`src/rtl/dsp_ram.sv`:
```
// dsp_ram: generic single port write, single port read ram, registered read
// no dependencies
`default_nettype none
module dsp_ram #(
	parameter int WIDTH = 8,
	parameter int DEPTH = 32
) (
	input  wire logic                     clk,
	input  wire logic                     we,
	input  wire logic [$clog2(DEPTH)-1:0] waddr,
	input  wire logic [WIDTH-1:0]         wdata,
	input  wire logic [$clog2(DEPTH)-1:0] raddr,
	output logic      [WIDTH-1:0]         rdata
);
	logic [WIDTH-1:0] mem [DEPTH];

	// write port and registered read
	always_ff @(posedge clk) begin
		if (we) begin
			mem[waddr] <= wdata;
		end
		rdata <= mem[raddr];
	end
endmodule
`default_nettype wire

```
`config.mk`:
```
export PLATFORM = sky130hd
export DESIGN_NAME = dsp_ram
export DESIGN_NICKNAME = d
export VERILOG_FILES = /design/src/rtl/dsp_ram.sv
export SDC_FILE = /design/constraint.sdc
export NUM_CORES = 1
export LEC_CHECK = 0
export ABC_CLOCK_PERIOD_IN_PS = 2050
export BUFFER_PORTS_ARGS = -buffer_cell sky130_fd_sc_hd__buf_4
export CORE_MARGIN = 10
export CORE_UTILIZATION = 55
export CTS_BUF_LIST = sky130_fd_sc_hd__clkbuf_16
export DETAILED_ROUTE_END_ITERATION = 8
export PLACE_DENSITY = 0.74
export SLEW_MARGIN = 30
export SYNTH_ARGS = -nofsm -noshare
export SYNTH_HDL_FRONTEND = slang
export SYNTH_SLANG_ARGS = --single-unit
```
`constraint.sdc`:
```
create_clock -name clk -period 2.05 [get_ports clk]
set_input_delay 0.205 -clock clk [delete_from_list [all_inputs] [get_ports clk]]
set_output_delay 0.205 -clock clk [all_outputs]
set_load 0.05 [all_outputs]
```
==> metrics.md, run 1 <==
| Metric | Value |
|---|---|
| First-pass GRT wire length | a little over 30000 um |
| Hold_sp | raddr[3] |
| Hold Path Class | primary input to flip-flop |
| Status | completed |
| Starting density of the core | between 50% and 60% |
| Worst R2R Path Depth | 3 |
| Synth area leader | edfxtp_1 |
| Largest net degree at the start of global routing | 33 |
| Initial antenna violation count | 0 |
| DR iter-0 viols | 510 |
| Clk_lat worst skew | 0.53 ns |
| Clk slew on worst S/H paths | roughly 0.060 ns |
| Die Area | about 0.024 mm^2 |
| Reg2reg end | rdata[3]$_DFF_P_ |
| Die width | around 160 um |
| CP startpoint | mem[31][3]$_DFFE_PP_ |
| Required @ worst endpoint | 2.47 ns |
| Post-route DRC | 0 |
| CTS Sinks | roughly 260 |
| TritonCTS clock tree | built |
| Yosys reg bits | ~260 |
| Crit path DAT | 2.28 ns |
| Diode count | 0 |
| CTS root buf | clkbuf_16 |
| # hold bufs at CTS | 0 |
| Ys Warns | 0 |
| Mapped Cells | 417 |
| Via count | between 4000 and 5000 |
| Via/cell ratio | 6.16 |
| Chip height | 155 um |
| Critical Path Sink Type | flip-flop |
| Cell area after synthesis | between 0.01 and 0.015 mm^2 |
| Most frequent cells in the layout | 256 x edfxtp_1, 80 x mux4_2, 69 x buf_4 |
| RSZ-0062 raised after global routing | false |
| Commonest non-fill, non-tap cell in the layout | edfxtp_1 |
| Cell Rows | slightly below 50 |
| Power density over the cells | between 900 and 1000 mW/mm^2 |
| # Post-CTS Setup Buffers | 0 |
| Total power | 10.9 mW |
| Vias in the first global route | around 4800 |
| Num CTS Buffers | 26 |
| Post-CTS Resized | 0 |
| CP Class | flip-flop to flip-flop |
| # port buffers | 27 |
| Syn Area/Cell | about 24 um^2 |
| FF-to-FF setup slack | roughly 0.19 ns |
| Slew @ Worst Pin | 0.412 ns |
| Yosys top cell area share | 76.5% |
| Final wirelength | a little over 20000 um |
| Top cells by area, synth | edfxtp_1 76%, mux4_2 18%, dfxtp_1 1.6%, nor2_1 1.2%, mux2_2 0.90% |
| Period utilization | 90.7% |
| CP Cell Sequence | mux4_2 > mux4_2 > mux2_2 |
| Max-cap violations | 0 |
| P&R area growth vs syn | 16.1% |
| Detailed Place HPWL | 12900 um |
| Slew headroom | a little over 70% |
| Clock skew | 0.0100 ns |
| Most common cell on crit path | mux4_2 |
| Crit-path slowest cell | mux4_2 |
| Final min period | between 1.5 and 2 ns |
| Setup WS post-layout | 0.192 ns |
| CTS H-tree lvls | 1 |
| Syn nets | between 400 and 500 |
| Max Slew Vio Count | 0 |
| Share of cells above drive strength 1 | between 30% and 40% |
| Maximum VDD drop | roughly 0.72 mV |
| Core Footprint | about 0.018 mm^2 |
| Endpoints failing setup | 0 |
| CP max FO | 1 |
| Final instance area | around 0.012 mm^2 |
| Critical Path Start Type | flip-flop |
| Post-DR wirelength/cell | 27.2 um |
| Placed cell areas | ~0.011 mm^2 |
| Fin. Hold Viols | 0 |
| Drt first pass iters | 4 |
| Post-synth cell types | 15 |
| Setup WS pre-CTS | -0.158 ns |
| Final net count | 522 |
| Clk buf depth | 3 |
| Worst Setup EP | rdata[3]$_DFF_P_ |
| Biggest cell delay along the critical path | 0.56 ns |
| Global route overflow | 0 |
| Reg-to-reg startpoint | mem[31][3]$_DFFE_PP_ |
| GRT Total Usage | approximately 17% |
| Sequential-to-total area share from yosys stat | 78.1% |
| RD Place Congestion | about 0.77 |
| Static leakage | 3.80 nW |
| Fmax | roughly 540 MHz |
| Detail Route Antenna Nets | 0 |
| IO Count | 28 |
-- per-stage QoR --
stage / hold slack, ns / utilization (%) / cells / TNS (ns)
after floorplan: 0.304 / - / 417 / 0
after global placement: 0.572 / 60.7 / 703 / -0.487
after detailed placement: 0.570 / 60.7 / 703 / -0.539
after CTS: 0.0384 / 65.0 / 750 / 0
after global routing: 0.0512 / 65.0 / 750 / 0
final: 0.0501 / 65.0 / 750 / 0
-- cell families after synthesis --
group	Yosys count	share of synthesized area, %
mux	88	18.8
buf+inv	20	1.06
flops	264	78.1
simple gates	45	2.07
-- critical path, delay by kind of cell (launching register included) --
kind	cells	cell delay, ns
muxes	3	1.37
DFF	1	0.38
-- area by class of cell --
cell class	count	area [um^2]
clock buffers	27	676
clock inverters	20	80.1
fillers	1179	6300
multi-input cells	133	2100
flip-flops and latches	264	7850
well taps	229	287
repair buffers	77	678
-- Yosys cell counts --
| cell | n |
|---|---|
| buf_1 | 6 |
| buf_2 | 1 |
| buf_4 | 6 |
| buf_6 | 1 |
| clkbuf_1 | 6 |
| dfxtp_1 | 8 |
| edfxtp_1 | 256 |
| mux2_2 | 8 |
| mux4_2 | 80 |
| nand2_1 | 1 |
| nand3_1 | 2 |
| nand3b_1 | 5 |
| nor2_1 | 33 |
| or3_1 | 1 |
| or3b_2 | 3 |
-- worst min path at each step --
stage | end | slack, ns | cells after the start
5_1_grt | rdata[3]$_DFF_P_ | 0.05 | 2
3_5_place_dp | rdata[2]$_DFF_P_ | 0.57 | 2
4_1_cts | rdata[0]$_DFF_P_ | 0.04 | 2
2_1_floorplan | mem[0][0]$_DFFE_PP_ | 0.30 | 0
6_report | rdata[0]$_DFF_P_ | 0.05 | 2
3_3_place_gp | rdata[1]$_DFF_P_ | 0.57 | 2
-- registers in the layout, indices dropped and copies added (netlist names) --
signal,cells
mem,256
rdata,8
-- report_power, final --
part           total (mW)  internal, mW  switching [mW]
registers            6.03          6.00          0.0275
clock network        4.21          2.35            1.86
logic               0.702         0.306           0.396
total                10.9          8.66            2.28
-- per-layer routing --
| layer | vias to the layer above | GRT usage, % | wire length [um] |
|---|---|---|---|
| li1 | 1946 | - | - |
| met1 | 2446 | 24.8 | 8670 |
| met2 | 195 | 26.1 | 9780 |
| met3 | 32 | 3.09 | 1470 |
| met4 | 0 | 5.53 | 476 |
| met5 | - | 0 | 0 |
Note: power is estimated with default switching activity, not from simulation.
==> run 2: changes to the inputs <==
Settings changed: ABC_AREA set to 1, CORE_UTILIZATION 55 to 56, PLACE_DENSITY 0.74 to 0.76.
==> metrics.md, run 2 <==
| Metric | Value |
|---|---|
| Chip height | 159 um (was 155 um) |
| Required @ worst endpoint | 1.85 ns (was 2.47 ns) |
| Hold Path Class | primary input to flip-flop (unchanged) |
| Cell area after synthesis | 0.0108 mm^2 (was 0.0101 mm^2) |
| Syn nets | 942 (was 437) |
| Period utilization | 67.2% (was 90.7%) |
| Largest registers | mem (256), rdata (8) (unchanged) |
| Placed cell areas | 0.0113 mm^2 (was 0.0109 mm^2) |
| Diode count | 0 (unchanged) |
| Endpoints failing setup | 0 (unchanged) |
| Setup WS pre-CTS | 0.347 ns (was -0.158 ns) |
| CP Class | flip-flop to output port (was flip-flop to flip-flop) |
| Sw Pwr | 2.54 mW (was 2.28 mW) |
| # port buffers | 27 (unchanged) |
| Core Footprint | 0.0188 mm^2 (was 0.0180 mm^2) |
| Max reg flops | 256 (unchanged) |
| Slew @ Worst Pin | 0.623 ns (was 0.412 ns) |
| Commonest non-fill, non-tap cell in the layout | nand2_1 (was edfxtp_1) |
| Drt first pass iters | 5 (was 4) |
| Vias in the first global route | 7166 (was 4819) |
| CP max FO | 1 (unchanged) |
| Synth area leader | edfxtp_1 (unchanged) |
| Largest Register | mem (unchanged) |
| Setup total negative slack | 0 ns (unchanged) |
| Final net count | 989 (was 522) |
| Power density over the cells | 946 mW/mm^2 (was 938 mW/mm^2) |
| Via count | 7080 (was 4619) |
| Fmax | 726 MHz (was 538 MHz) |
| Sw frac | 22.1% (was 20.9%) |
| Count leader, synth | nand2_1 (was edfxtp_1) |
| Sequential Power Share | 52.3% (was 55.1%) |
| Post-synth cell types | 12 (was 15) |
| Syn Area/Cell | 11.7 um^2 (was 24.1 um^2) |
| Clock share of power | 40.8% (was 38.5%) |
| Clock skew | 0.0164 ns (was 0.0100 ns) |
| Post-synth top cells | 360 x nand2_1, 256 x edfxtp_1, 204 x nand3_1 (was 256 x edfxtp_1, 80 x mux4_2, 33 x nor2_1) |
| Maximum VDD drop | 0.801 mV (was 0.723 mV) |
| GRT Total Usage | 19.5% (was 17.1%) |
| Static leakage | 4.59 nW (was 3.80 nW) |
| # Post-CTS Setup Buffers | 0 (unchanged) |
| Delay-heaviest family, CP | flip-flops (was multiplexers) |
| Ys Warns | 0 (unchanged) |
| CTS root buf | clkbuf_16 (unchanged) |
| Largest net degree at the start of global routing | 129 (was 33) |
| Slew headroom | 58.5% (was 72.5%) |
| # hold bufs at CTS | 1 (was 0) |
| Mapped Cells | 922 (was 417) |
| Sequential-to-total area share from yosys stat | 72.8% (was 78.1%) |
| Clk buf depth | 3 (unchanged) |
| Biggest cell delay along the critical path | 0.40 ns (was 0.56 ns) |
| Comb pwr share | 6.9% (was 6.4%) |
| Yosys reg bits | 264 (unchanged) |
| Clk_lat worst skew | 0.53 ns (about the same) |
| Reg2reg end | rdata[4]$_DFF_P_ (was rdata[3]$_DFF_P_) |
| CTS Sinks | 264 (unchanged) |
| Hold Path Stages | 1 (was 2) |
| Async set-reset flop share out of synthesis | 0% (unchanged) |
| Status | completed (unchanged) |
| Synth Flop Type | edfxtp_1 (unchanged) |
| Setup WS post-layout | 0.672 ns (was 0.192 ns) |
| Detail Route Antenna Nets | 0 (unchanged) |
| Most frequent cells in the layout | 360 x nand2_1, 256 x edfxtp_1, 204 x nand3_1 (was 256 x edfxtp_1, 80 x mux4_2, 69 x buf_4) |
| Initial antenna violation count | 0 (unchanged) |
| Top cells by area, synth | edfxtp_1 71%, nand2_1 13%, nand3_1 9.5%, buf_6 2.5%, dfxtp_1 1.5% (was edfxtp_1 76%, mux4_2 18%, dfxtp_1 1.6%, nor2_1 1.2%, mux2_2 0.90%) |
| Final instance area | 0.0122 mm^2 (was 0.0117 mm^2) |
| Worst R2R Path Depth | 8 (was 3) |
| Max-cap violations | 0 (unchanged) |
| Cell Rows | 50 (was 49) |
| RSZ-0062 raised after global routing | false (unchanged) |
| Crit-path slowest cell | dfxtp_1 (was mux4_2) |
| Final min period | 1.38 ns (was 1.86 ns) |
| Reg-to-reg startpoint | mem[25][4]$_DFFE_PP_ (was mem[31][3]$_DFFE_PP_) |
| Hold endpoint | mem[25][1]$_DFFE_PP_ (was rdata[0]$_DFF_P_) |
| IO Count | 28 (unchanged) |
| Hold_sp | wdata[1] (was raddr[3]) |
| First-pass GRT wire length | 39600 um (was 30900 um) |
| Pint | 8.98 mW (was 8.66 mW) |
| Num CTS Buffers | 26 (unchanged) |
| CTS H-tree lvls | 1 (unchanged) |
| Clk slew on worst S/H paths | 0.07 ns (was 0.06 ns) |
| RD Place Congestion | 0.827 (was 0.771) |
| Post-CTS Resized | 0 (unchanged) |
| Die width | 159 um (was 155 um) |
| Via/cell ratio | 5.67 (was 6.16) |
| Yosys top cell area share | 71.3% (was 76.5%) |
| Post-DR wirelength/cell | 19.9 um (was 27.2 um) |
| DR iter-0 viols | 816 (was 510) |
| Starting density of the core | 57.3% (was 56.0%) |
| Max Slew Vio Count | 0 (unchanged) |
| Critical Path Start Type | flip-flop (unchanged) |
| Global route overflow | 0 (unchanged) |
| TritonCTS clock tree | built (unchanged) |
| Fin. Hold Viols | 0 (unchanged) |
| FF-to-FF setup slack | 0.88 ns (was 0.19 ns) |
| Die Area | 0.0252 mm^2 (was 0.0241 mm^2) |
| Share of cells above drive strength 1 | 11.1% (was 38.2%) |
| CP Cell Sequence | buf_4 (was mux4_2 > mux4_2 > mux2_2) |
| Crit. path cell count | 1 (was 3) |
| P&R area growth vs syn | 12.9% (was 16.1%) |
| Final wirelength | 24800 um (was 20400 um) |
| Critical path buffers and inverters | 1 (was 0) |
| Crit path DAT | 1.17 ns (was 2.28 ns) |
| Post-route DRC | 0 (unchanged) |
| Critical Path Sink Type | output port (was flip-flop) |
| EDFF count, synth | 256 (unchanged) |
| Detailed Place HPWL | 14300 um (was 12900 um) |
## run 2: final cells by class
cell class | count | area (um^2)
clock inverters | 20 | 174
multi-input cells | 596 | 2490
clock buffers | 27 | 676
flip-flops and latches | 264 | 7850
fillers | 1388 | 6650
inverters | 10 | 38.8
well taps | 260 | 325
repair buffers | 71 | 623
## run 2: cells by family (layout without fill, tap and decap cells)
logic type	Yosys count	in the layout	share of synthesized area (%)
buffers and inverters	62	128	4.14
flip-flops	264	264	72.8
AND/OR/NAND/NOR	596	596	23.1
## run 2: layer usage
metal	GRT usage (%)	part of all wire [%]
met3	2.89	9.5
met2	32.5	49
met1	26.2	40
met4	5.61	2.0
met5	0	0
## run 2: worst max path at each step
stage / from / to / slack [ns]
floorplan: waddr[0] / mem[0][0]$_DFFE_PP_ / 0.81
global placement: raddr[0] / rdata[4]$_DFF_P_ / 0.35
detailed placement: raddr[0] / rdata[4]$_DFF_P_ / 0.35
CTS: rdata[6]$_DFF_P_ / rdata[6] / 0.68
global route: rdata[6]$_DFF_P_ / rdata[6] / 0.67
finish: rdata[6]$_DFF_P_ / rdata[6] / 0.67
## run 2: power groups by stage
stage / Combinational, mW / Sequential [mW] / Clock, mW
floorplan: 0.432 / 6.20 / 0
global placement: 0.776 / 6.14 / 0
detailed placement: 0.790 / 6.14 / 0
CTS: 0.798 / 6.03 / 4.73
global route: 0.875 / 6.03 / 4.95
finish: 0.794 / 6.03 / 4.70
## run 2: through the flow
stage	cells	utilization [%]	hold slack, ns	total power [mW]
after floorplan	922	-	0.304	6.63
after global placement	1200	60.1	0.504	6.91
after detailed placement	1200	60.1	0.504	6.93
after CTS	1248	64.7	0.103	11.6
after global routing	1248	64.7	0.114	11.9
final	1248	64.7	0.109	11.5
==> run 3: changes to the inputs <==
Settings changed: ABC_CLOCK_PERIOD_IN_PS 2050 to 1400, CORE_UTILIZATION 56 to 62, PLACE_DENSITY 0.76 to 0.79.
Clock period 2.05 ns to 1.4 ns, I/O delays scaled along.
==> metrics.md, run 3 (synthesis gave the netlist of run 2 again) <==
| Metric | Value |
|---|---|
| Largest net degree at the start of global routing | 58 (was 129) |
| Sw frac | 21.8% (was 22.1%) |
| Hold Path Class | primary input to flip-flop (unchanged) |
| Comb pwr share | 7.3% (was 6.9%) |
| Hold_sp | wdata[6] (was wdata[1]) |
| Share of cells above drive strength 1 | 11.8% (was 11.1%) |
| Clock share of power | 39.4% (was 40.8%) |
| CTS Sinks | 264 (unchanged) |
| Sequential Power Share | 53.3% (was 52.3%) |
| Crit-path slowest cell | dfxtp_1 (unchanged) |
| Layout Cells excl Fill | 1224 (was 1248) |
| Power density over the cells | 1350 mW/mm^2 (was 946 mW/mm^2) |
| Slew headroom | 74.2% (was 58.5%) |
| IO Count | 28 (unchanged) |
| Placed cells | 1180 (was 1200) |
| DR iter-0 viols | 870 (was 816) |
| Maximum VDD drop | 1.03 mV (was 0.801 mV) |
| Slew @ Worst Pin | 0.387 ns (was 0.623 ns) |
| Global route overflow | 0 (unchanged) |
| Max Slew Vio Count | 0 (unchanged) |
| Period utilization | approximately nine tenths |
| Required @ worst endpoint | 1.26 ns (was 1.85 ns) |
| Setup WS pre-CTS | -0.0251 ns (was 0.347 ns) |
| Largest registers | mem (256), rdata (8) (unchanged) |
| # Post-CTS Setup Buffers | 0 (unchanged) |
| Endpoints failing setup | 0 (unchanged) |
| CP max FO | 1 (unchanged) |
| Final min period | 1.26 ns |
| CP Class | flip-flop to output port (unchanged) |
| Starting density of the core | 62.8% (was 57.3%) |
| CP Cell Sequence | buf_4 (unchanged) |
| Status | completed (unchanged) |
| Post-CTS Resized | 0 (unchanged) |
| Biggest cell delay along the critical path | 0.37 ns (was 0.40 ns) |
| Critical path buffers and inverters | 1 (unchanged) |
| FF-to-FF setup slack | 0.27 ns (was 0.88 ns) |
| P&R area growth vs syn | 13.4% (was 12.9%) |
| Via/cell ratio | 5.89 (was 5.67) |
| Clk_lat worst skew | 0.52 ns (was 0.53 ns) |
| Critical Path Sink Type | output port (unchanged) |
| Max reg flops | 256 (unchanged) |
| Max-cap violations | 0 (unchanged) |
| Diode count | 0 (unchanged) |
| Via count | 7213 (was 7080) |
| Commonest non-fill, non-tap cell in the layout | nand2_1 (unchanged) |
| Post-route DRC | 0 (unchanged) |
| Static leakage | 4.65 nW (was 4.59 nW) |
| Reg2reg end | rdata[5]$_DFF_P_ (was rdata[4]$_DFF_P_) |
| Delay-heaviest family, CP | flip-flops (unchanged) |
| Detail Route Antenna Nets | 0 (unchanged) |
| # hold bufs at CTS | 1 (unchanged) |
| CTS root buf | clkbuf_16 (unchanged) |
| Fmax | around 800 MHz |
| Die Area | 0.0231 mm^2 (was 0.0252 mm^2) |
| # port buffers | 27 (unchanged) |
| CTS H-tree lvls | 1 (unchanged) |
| Most frequent cells in the layout | 360 x nand2_1, 256 x edfxtp_1, 204 x nand3_1 (unchanged) |
| Setup WS post-layout | 0.144 ns (was 0.672 ns) |
| Cell Rows | 48 (was 50) |
| Final net count | 1004 (was 989) |
| Vias in the first global route | 7244 (was 7166) |
| Detailed Place HPWL | 14900 um (was 14300 um) |
| Clk slew on worst S/H paths | 0.06 ns (was 0.07 ns) |
| Chip height | 152 um (was 159 um) |
| GRT Total Usage | 21.0% (was 19.5%) |
| Clock skew | 0.00578 ns (was 0.0164 ns) |
| Num CTS Buffers | 26 (unchanged) |
| Filler Cells Inserted | 1164 (was 1388) |
| Initial antenna violation count | 0 (unchanged) |
| Worst R2R Path Depth | 8 (unchanged) |
| Clk buf depth | 3 (unchanged) |
| RD Place Congestion | 0.856 (was 0.827) |
| First-pass GRT wire length | 39300 um (was 39600 um) |
| Critical Path Start Type | flip-flop (unchanged) |
| Final wirelength | 24600 um (was 24800 um) |
| RSZ-0062 raised after global routing | false (unchanged) |
| Multi-input logic area | 0.00249 mm^2 (unchanged) |
| Die width | 152 um (was 159 um) |
| Core Footprint | 0.0172 mm^2 (was 0.0188 mm^2) |
| Sw Pwr | 3.61 mW (was 2.54 mW) |
| Pint | 12.9 mW (was 8.98 mW) |
| Hold endpoint | mem[11][6]$_DFFE_PP_ (was mem[25][1]$_DFFE_PP_) |
| Drt first pass iters | 5 (unchanged) |
| Hold Path Stages | 1 (unchanged) |
| Largest Register | mem (unchanged) |
| Reg-to-reg startpoint | mem[11][5]$_DFFE_PP_ (was mem[25][4]$_DFFE_PP_) |
| Fin. Hold Viols | 0 (unchanged) |
| FF/Latch Area | 0.00785 mm^2 (unchanged) |
| Post-DR wirelength/cell | 20.1 um (was 19.9 um) |
| Crit path DAT | 1.12 ns (was 1.17 ns) |
| TritonCTS clock tree | built (unchanged) |
-- run 3: worst max path at each step --
stage | cells past startpoint | end | slack (ns) | startpoint
after floorplan | 3 | mem[0][0]$_DFFE_PP_ | 0.23 | waddr[0]
after global placement | 11 | rdata[0]$_DFF_P_ | 0.04 | raddr[0]
after detailed placement | 11 | rdata[5]$_DFF_P_ | -0.03 | raddr[0]
after CTS | 1 | rdata[3] | 0.12 | rdata[3]$_DFF_P_
after global routing | 1 | rdata[3] | 0.13 | rdata[3]$_DFF_P_
final | 1 | rdata[3] | 0.14 | rdata[3]$_DFF_P_
-- run 3: layer usage --
metal,share of wire (%),GRT usage (%)
met5,0,0
met3,8.2,3.42
met4,2.6,6.46
met1,38,26.8
met2,51,36.0
-- run 3: power by group through the flow --
stage	combinational [mW]	sequential [mW]	clock, mW
after floorplan	0.633	9.08	0
after global placement	1.17	8.99	0
after detailed placement	1.19	8.99	0
after CTS	1.21	8.82	6.58
after global routing	1.33	8.83	6.90
final	1.21	8.82	6.53
-- run 3: area by class of cell --
| class | count | area share (%) |
|---|---|---|
| timing repair buffer | 86 | 6.42 |
| sequential | 264 | 64.1 |
| multi-input combinational | 596 | 20.4 |
| tap | 225 | 2.30 |
| clock inverter | 16 | 0.941 |
| clock buffer | 27 | 5.52 |
| inverter | 10 | 0.317 |
-- run 3: metrics by stage --
| stage | hold slack (ns) | TNS, ns | total power, mW | util [%] | area [um^2] |
|---|---|---|---|---|---|
| 6_report | 0.0548 | 0 | 16.6 | 71.2 | 12200 |
| 5_1_grt | 0.0516 | 0 | 17.1 | 71.2 | 12200 |
| 4_1_cts | 0.0413 | 0 | 16.6 | 71.2 | 12200 |
| 3_5_place_dp | 0.422 | -0.0500 | 10.2 | 66.6 | 11400 |
| 3_3_place_gp | 0.418 | 0 | 10.2 | 66.6 | 11400 |
| 2_1_floorplan | 0.239 | 0 | 9.71 | - | 10800 |
